$ cat src/hw/rtl/psl_pkg.sv
`timescale 1ns / 1ps

package psl_pkg;

	// lamp bit positions
	localparam int unsigned LampCarRed    = 0;
	localparam int unsigned LampCarYellow = 1;
	localparam int unsigned LampCarGreen  = 2;
	localparam int unsigned LampWalkRed   = 3;
	localparam int unsigned LampWalkGreen = 4;
	localparam int unsigned LampWait      = 5;

	localparam logic [5:0] L_CRED = 6'b000001;
	localparam logic [5:0] L_CYEL = 6'b000010;
	localparam logic [5:0] L_CGRN = 6'b000100;
	localparam logic [5:0] L_WRED = 6'b001000;
	localparam logic [5:0] L_WGRN = 6'b010000;
	localparam logic [5:0] L_WAIT = 6'b100000;

	localparam logic [2:0] COUNT_STEPS = 3'd5;
	localparam logic [3:0] COUNT_TOP   = 4'd8;
	localparam logic [3:0] YEL_DIGIT   = 4'd3;
	localparam logic [2:0] RED_STEPS   = 3'd2;
	localparam logic [2:0] WALK_STEPS  = 3'd5;

	localparam logic [7:0] TICKS_PER_STEP_RESET = 8'd62;

	typedef enum logic [3:0] {
		PH_RED     = 4'd0,
		PH_RED_YEL = 4'd1,
		PH_GREEN   = 4'd2,
		PH_COUNT   = 4'd3,
		PH_YELLOW  = 4'd4,
		PH_RED_CNT = 4'd5,
		PH_WALK    = 4'd6
	} phase_t;

	typedef struct packed {
		logic timer_tick;
		logic request_press;
		logic fault_held;
	} item_t;

	typedef struct packed {
		logic [5:0] lamps;
		logic [3:0] digit_value;
		logic       digit_on;
		logic       in_fault;
	} result_t;

	typedef struct packed {
		phase_t     phase;
		logic [7:0] tick_count;
		logic [2:0] repeat_count;
		logic       request;
		logic [5:0] lamps;
		logic       fault;
	} seq_state_t;

	localparam seq_state_t SEQ_STATE_RESET = '{
		phase:        PH_RED,
		tick_count:   8'd0,
		repeat_count: 3'd0,
		request:      1'b0,
		lamps:        L_CRED | L_WRED,
		fault:        1'b0
	};

endpackage

$ cat src/hw/rtl/pedestrian_light_sequencer.sv
`timescale 1ns / 1ps

// pedestrian crossing light sequencer: each word on the item channel is one clock
// sample (timer tick, request press, fault level) and yields exactly one result word
// with the lamps, the countdown digit and the fault flag as they stand after that
// sample. the block takes one word per cycle while the result channel does not stall;
// an accepted word waits in the input register, then the sequencer update writes state
// and result together into the result register. a stalled result channel holds one
// word in the result register and one in the input register, after which item_ready
// drops. ticks_per_step is written over the cfg channel, which is always ready; write
// it only while no word is in flight. a step lasts ticks_per_step timer ticks (0 acts
// as 1); a held fault blanks everything and blinks car yellow per tick.

module pedestrian_light_sequencer (
	input  logic              clk,
	input  logic              arst_n,
	input  logic              item_valid,
	output logic              item_ready,
	input  psl_pkg::item_t    item,
	output logic              result_valid,
	input  logic              result_ready,
	output psl_pkg::result_t  result,
	input  logic              cfg_valid,
	output logic              cfg_ready,
	input  logic [7:0]        cfg_data
);
	import psl_pkg::*;

	// configuration
	logic [7:0] ticks_per_step_q;

	// input register
	item_t      item_s1;
	logic       valid_s1;

	// sequencer state and result register
	seq_state_t state_q;
	seq_state_t state_nxt;
	result_t    result_nxt;
	result_t    result_q;
	logic       result_valid_q;

	logic       advance;

	// the s1 word moves on when the result register is empty or being drained
	assign advance    = valid_s1 && (!result_valid_q || result_ready);
	assign item_ready = !valid_s1 || advance;
	assign cfg_ready  = 1'b1;

	assign result_valid = result_valid_q;
	assign result       = result_q;

	always_ff @(posedge clk or negedge arst_n) begin
		if (!arst_n) begin
			ticks_per_step_q <= TICKS_PER_STEP_RESET;
		end else if (cfg_valid) begin
			ticks_per_step_q <= cfg_data;
		end
	end

	always_ff @(posedge clk or negedge arst_n) begin
		if (!arst_n) begin
			valid_s1 <= 1'b0;
		end else if (item_ready) begin
			valid_s1 <= item_valid;
		end
	end

	// payload needs no reset
	always_ff @(posedge clk) begin
		if (item_ready && item_valid) begin
			item_s1 <= item;
		end
	end

	psl_step u_step (
		.item           (item_s1),
		.ticks_per_step (ticks_per_step_q),
		.cur            (state_q),
		.nxt            (state_nxt),
		.result         (result_nxt)
	);

	// state commits only when the sample is actually consumed
	always_ff @(posedge clk or negedge arst_n) begin
		if (!arst_n) begin
			state_q <= SEQ_STATE_RESET;
			result_valid_q <= 1'b0;
		end else begin
			if (advance) begin
				state_q <= state_nxt;
				result_valid_q <= 1'b1;
			end else if (result_ready) begin
				result_valid_q <= 1'b0;
			end
		end
	end

	always_ff @(posedge clk) begin
		if (advance) begin
			result_q <= result_nxt;
		end
	end

	// fault mode shows no digit and at most the blinking car yellow
	assert property (@(posedge clk) disable iff (!arst_n)
		result_valid && result.in_fault |->
			!result.digit_on && ((result.lamps & ~L_CYEL) == 6'd0))
		else $error("fault result shows more than car yellow");

	// car green and walk green never light together
	assert property (@(posedge clk) disable iff (!arst_n)
		result_valid |-> !(result.lamps[LampCarGreen] && result.lamps[LampWalkGreen]))
		else $error("car green and walk green both lit");

	// a lit display always shows a countdown digit between 1 and 8
	assert property (@(posedge clk) disable iff (!arst_n)
		result_valid && result.digit_on |->
			result.digit_value >= 4'd1 && result.digit_value <= COUNT_TOP && !result.in_fault)
		else $error("display digit out of range");

	// the input side stalls only when both registers are full and the output is held
	assert property (@(posedge clk) disable iff (!arst_n)
		!item_ready |-> valid_s1 && result_valid_q && !result_ready)
		else $error("item channel stalled without backpressure");

	// a stalled result word holds until taken
	assert property (@(posedge clk) disable iff (!arst_n)
		result_valid_q && !result_ready |=> result_valid_q && $stable(result_q))
		else $error("result word changed while stalled");

endmodule

$ cat src/hw/rtl/psl_step.sv
`timescale 1ns / 1ps

module psl_step (
	input  psl_pkg::item_t      item,
	input  logic [7:0]          ticks_per_step,
	input  psl_pkg::seq_state_t cur,
	output psl_pkg::seq_state_t nxt,
	output psl_pkg::result_t    result
);
	import psl_pkg::*;

	logic [7:0] tick_inc;
	logic [2:0] rep_inc;
	logic [5:0] wait_lamp;

	always_comb begin
		nxt = cur;
		result = '0;
		tick_inc = 8'd0;
		rep_inc = 3'd0;
		wait_lamp = 6'd0;

		if (item.fault_held) begin
			if (!cur.fault) begin
				nxt.fault = 1'b1;
				nxt.lamps = 6'd0;
				nxt.request = 1'b0;
				nxt.phase = PH_RED;
				nxt.tick_count = 8'd0;
				nxt.repeat_count = 3'd0;
			end
			if (item.timer_tick) begin
				nxt.lamps = nxt.lamps ^ L_CYEL;
			end
		end else if (cur.fault) begin
			nxt = SEQ_STATE_RESET;
		end else begin
			// out-of-range phase code restarts the car phase
			if (cur.phase > PH_WALK) begin
				nxt.phase = PH_RED;
				nxt.repeat_count = 3'd0;
				nxt.tick_count = 8'd0;
			end
			if (item.request_press && nxt.phase <= PH_GREEN) begin
				nxt.request = 1'b1;
			end
			tick_inc = nxt.tick_count + 8'd1;
			rep_inc = nxt.repeat_count + 3'd1;
			if (nxt.phase == PH_GREEN) begin
				nxt.tick_count = 8'd0;
				if (nxt.request) begin
					nxt.phase = PH_COUNT;
					nxt.repeat_count = 3'd0;
				end
			end else if (item.timer_tick) begin
				nxt.tick_count = tick_inc;
				if (tick_inc >= ticks_per_step) begin
					nxt.tick_count = 8'd0;
					case (nxt.phase)
						PH_RED: begin
							nxt.phase = PH_RED_YEL;
						end
						PH_RED_YEL: begin
							nxt.phase = PH_GREEN;
						end
						PH_COUNT: begin
							nxt.repeat_count = rep_inc;
							if (rep_inc >= COUNT_STEPS) begin
								nxt.phase = PH_YELLOW;
								nxt.repeat_count = 3'd0;
							end
						end
						PH_YELLOW: begin
							nxt.phase = PH_RED_CNT;
							nxt.repeat_count = 3'd0;
						end
						PH_RED_CNT: begin
							nxt.repeat_count = rep_inc;
							if (rep_inc >= RED_STEPS) begin
								nxt.phase = PH_WALK;
								nxt.repeat_count = 3'd0;
							end
						end
						default: begin
							nxt.repeat_count = rep_inc;
							if (rep_inc >= WALK_STEPS) begin
								nxt.phase = PH_RED;
								nxt.repeat_count = 3'd0;
								nxt.request = 1'b0;
							end
						end
					endcase
				end
			end

			wait_lamp = nxt.request ? L_WAIT : 6'd0;
			case (nxt.phase)
				PH_RED:     nxt.lamps = L_CRED | L_WRED | wait_lamp;
				PH_RED_YEL: nxt.lamps = L_CRED | L_CYEL | L_WRED | wait_lamp;
				PH_GREEN:   nxt.lamps = L_CGRN | L_WRED | wait_lamp;
				PH_COUNT:   nxt.lamps = L_CGRN | L_WRED | L_WAIT;
				PH_YELLOW:  nxt.lamps = L_CYEL | L_WRED | L_WAIT;
				PH_RED_CNT: nxt.lamps = L_CRED | L_WRED | L_WAIT;
				default:    nxt.lamps = L_CRED | L_WGRN;
			endcase

			case (nxt.phase)
				PH_COUNT: begin
					result.digit_value = COUNT_TOP - {1'b0, nxt.repeat_count};
					result.digit_on = 1'b1;
				end
				PH_YELLOW: begin
					result.digit_value = YEL_DIGIT;
					result.digit_on = 1'b1;
				end
				PH_RED_CNT: begin
					result.digit_value = {1'b0, RED_STEPS - nxt.repeat_count};
					result.digit_on = 1'b1;
				end
				default: begin
					result.digit_value = 4'd0;
					result.digit_on = 1'b0;
				end
			endcase
		end

		result.lamps = nxt.lamps;
		result.in_fault = nxt.fault;
	end

endmodule

$ cat config.mk
export PLATFORM = sky130hd
export DESIGN_NAME = pedestrian_light_sequencer
export DESIGN_NICKNAME = d
export VERILOG_FILES = /design/src/hw/rtl/psl_pkg.sv /design/src/hw/rtl/pedestrian_light_sequencer.sv /design/src/hw/rtl/psl_step.sv
export SDC_FILE = /design/constraint.sdc
export NUM_CORES = 1
export LEC_CHECK = 0
export ABC_CLOCK_PERIOD_IN_PS = 3900
export BUFFER_PORTS_ARGS = -buffer_cell sky130_fd_sc_hd__clkbuf_2
export CORE_UTILIZATION = 55
export CTS_BUF_LIST = sky130_fd_sc_hd__clkbuf_8
export CTS_CLUSTER_DIAMETER = 60
export DETAILED_ROUTE_END_ITERATION = 10
export PLACE_DENSITY = 0.78
export SETUP_SLACK_MARGIN = 0.5
export SYNTH_ARGS = -nofsm -noshare
export SYNTH_HDL_FRONTEND = slang
export SYNTH_SLANG_ARGS = --single-unit
$ cat constraint.sdc
create_clock -name clk -period 3.9 [get_ports clk]
set_clock_uncertainty 0.05 [all_clocks]
set_input_delay 0.195 -clock clk [delete_from_list [all_inputs] [get_ports clk]]
set_output_delay 0.195 -clock clk [all_outputs]
set_load 0.05 [all_outputs]
==> flow_summary_export.csv <==
group,metric,value,unit
outcome,status,"finished with violations",
outcome,violations,"setup timing",
final_layout,syn2layout_area_growth,34.3,%
placed_design,hpwl,5020,um
logic_synthesis,synth_top_family_by_area,"compound AO/OA/AOI/OAI gates",
worst_setup_path,r2r.worst_path.cells,17,
final_layout,diodes,0,
global_route,grt.overflow.total,0,
timing,setup_viol,2,
placed_design,place.gp.congestion,0.860,
worst_setup_path,cp.arrival,4.05,ns
global_route,grt_pass1_vias,2701,
logic_synthesis,ys_types,65,
route,vias,2963,
worst_hold_path,hp-class,"in2reg",
timing,relSlewSlack,41.9,%
route,totalWireLength,9220,um
logic_synthesis,synth_top_cells_by_area,"dfrtp_1 22%, edfxtp_1 15%, dfstp_2 6.2%",
route,dr.first_iter.drc_count,461,
logic_synthesis,yosys.area_share.simple,20.2,%
timing,drv_slew,0,
worst_setup_path,path_buf_inv,1,
floorplan,die_x,75.7,um
final_layout,drive_above_1_share,38.2,%
worst_setup_path,r2r_slack,-0.02,ns
floorplan,ios,31,
run,drv_cap,0,
floorplan,die_y,75.7,um
worst_setup_path,setup.worst_path.start_class,"register",
logic_synthesis,synthMuxAreaShare,1.42,%
clocking,clkSinkCount,48,
logic_synthesis,syn_area_per_cell,9.33,sq um
logic_synthesis,syn_area,0.00299,sq mm
worst_setup_path,slowest_delay,0.39,ns
floorplan,dieArea,0.00573,sq mm
clocking,ctsHtreeMaxLevel,2,
final_layout,finish.net_count,419,
route,firstDrtPassIters,6,
route,vias_per_cell,6.44,
timing,layout_setup_ws,-0.0202,ns
power_and_ir_drop,peakVddDrop,0.276,mV
logic_synthesis,ys_seq_area_share,43.0,%
placed_design,portBuffers,29,
worst_setup_path,path_cells,"and3_4 > nor2_4 > and2_4 > ha_4 > nand2_2 > or2_4 > xor2_1 > nor2_1 > ha_1 > nand4_1 > o21ai_1 > nand3_1 > o22a_1 > inv_1 > ha_2 > a211o_1 > a21oi_2",
floorplan,row_count,26,
timing,layout_worst_path_cycle_share,101,%
clocking,cts_buffers,5,
route,ant_nets,0,
timing,clock.fmax,255,MHz
global_route,grt_max_degree,34,
route,drc_errors,0,
logic_synthesis,async_flop_share,68.8,%
logic_synthesis,synth_edf_count,15,
logic_synthesis,ys_ff_latch,48,
logic_synthesis,synth_flop_cell,"dfrtp_1",
clocking,cts_root_buf,"clkbuf_8",
worst_setup_path,slowest_stage,"dfrtp_1",
placed_design,dp_slack,0.0114,ns
timing,rsz0062_at_grt,"true",
global_route,grt.total_usage,31.7,%
logic_synthesis,synthesis.nets,350,
logic_synthesis,synth.most_common_cell,"nand2_1",
final_layout,fillCellCount,290,
worst_setup_path,worst-path-stages,17,
worst_setup_path,path_max_fanout,4,
clocking,clock_latency,0.32,ns
global_route,antenna_found_initial,0,
worst_hold_path,worstHoldPathCells,1,
power_and_ir_drop,p_leak,1.72,nW
worst_setup_path,cp.required,4.02,ns
logic_synthesis,synth.largest_area_cell,"dfrtp_1",
logic_synthesis,synth-xor-area-share,2.93,%
global_route,grt_pass1_wl,13200,um
logic_synthesis,syn_inst,320,
logic_synthesis,synth_top_area_share,21.8,%
logic_synthesis,ys_warn_count,0,
worst_setup_path,path_delay_family,"simple AND/OR/NAND/NOR gates",
route,wl_per_cell,20.0,um
power_and_ir_drop,powerDensity,363,mW/mm^2
clocking,clk_pin_slew_worst_paths,0.10,ns
worst_setup_path,critPathKind,"reg2reg",
timing,final.min_clock_period,3.92,ns
logic_synthesis,synth_compound_area_share,20.5,%
logic_synthesis,synth_commonest_cells,"39 x nand2_1, 28 x o21ai_0, 26 x dfrtp_1",
worst_setup_path,cp-end-kind,"register",
timing,hold_viol,0,
floorplan,initial_core_util,57.7,%
clocking,clock_path_buffers,2,
power_and_ir_drop,power,1.46,mW
timing,worst_pin_slew,0.872,ns
floorplan,core_area,0.00517,sq mm
clocking,cts_tree,"done",
logic_synthesis,synth_fa_ha_area_share,5.87,%
layout make-up:
cell class                      count  area (sq um)  area share (%)
Clock buffer                        5          68.8            1.72
Multi-Input combinational cell    234          1860            46.3
Sequential cell                    48          1280            32.0
Clock inverter                      3          16.3           0.406
Tap cell                           70          87.6            2.18
Timing Repair Buffer               81           623            15.5
Inverter                           19          71.3            1.78
logic make-up after synthesis:
family | after synthesis
buf+inv | 39
fa+ha+maj | 14
other cells | 1
xor+xnor | 10
mux | 4
flops | 48
simple gates | 116
compound gates | 88
sequential cells by signal, summed over array words and instances, names as in the netlist:
signal            flops
state_q              23
result               12
ticks_per_step_q      8
item_s1               3
result_valid          1
valid_s1              1
where the power goes:
part	internal [mW]	switching (mW)
clock	0.123	0.180
sequential	0.582	0.0425
combinational	0.201	0.327
per-stage QoR:
step	utilization (%)	cell area (sq um)	instances	TNS, ns	hold WS, ns
floorplan	-	3080	320	0	-0.151
global placement	63.2	3270	409	0	0.267
detailed placement	63.2	3270	409	0	0.283
CTS	74.6	3860	452	0	0.00854
global route	77.5	4010	460	-0.328	0.00204
finish	77.5	4010	460	-0.0247	0.00613
placed cells by master, fill, tap and decap left out, drive strengths merged, types with 3 or more instances in the layout:
cell / instances
o21a: 5
o21ai: 29
edfxtp: 15
a22o: 9
nand3: 12
or3: 3
nand2: 39
xor2: 6
a211oi: 4
buf: 50
dfstp: 7
and2: 4
o31ai: 7
and3: 4
nand4: 4
clkbuf: 34
a21oi: 9
nor4: 3
xnor2: 4
inv: 21
ha: 14
dfrtp: 26
nor3b: 3
nor3: 5
nor2: 21
nand2b: 6
worst paths after layout:
check                                 start            to
worst max-delay path            state_q[21]     result[3]
worst min-delay path                item[2]    item_s1[2]
worst max register to register  state_q[21]     result[3]
worst min register to register     valid_s1  result_valid
max in group asynchronous            arst_n   state_q[19]
min in group asynchronous            arst_n    state_q[6]
routing by layer:
layer / vias up / share of wire [%] / global-route usage (%)
met5: - / 0 / 0
met4: 0 / 4.6 / 10.5
met3: 64 / 9.1 / 6.48
met2: 215 / 47 / 52.3
met1: 1382 / 39 / 41.8
li1: 1302 / - / -
timing repair:
item,in CTS,in global routing
setup buffers,33,7
gates resized for setup,54,24
endpoints found under the setup margin,28,32
hold buffers,1,1
pin swaps,27,19
endpoints found under the hold margin,26,1
gates cloned,1,0
Power figures use the tool's default switching activity.
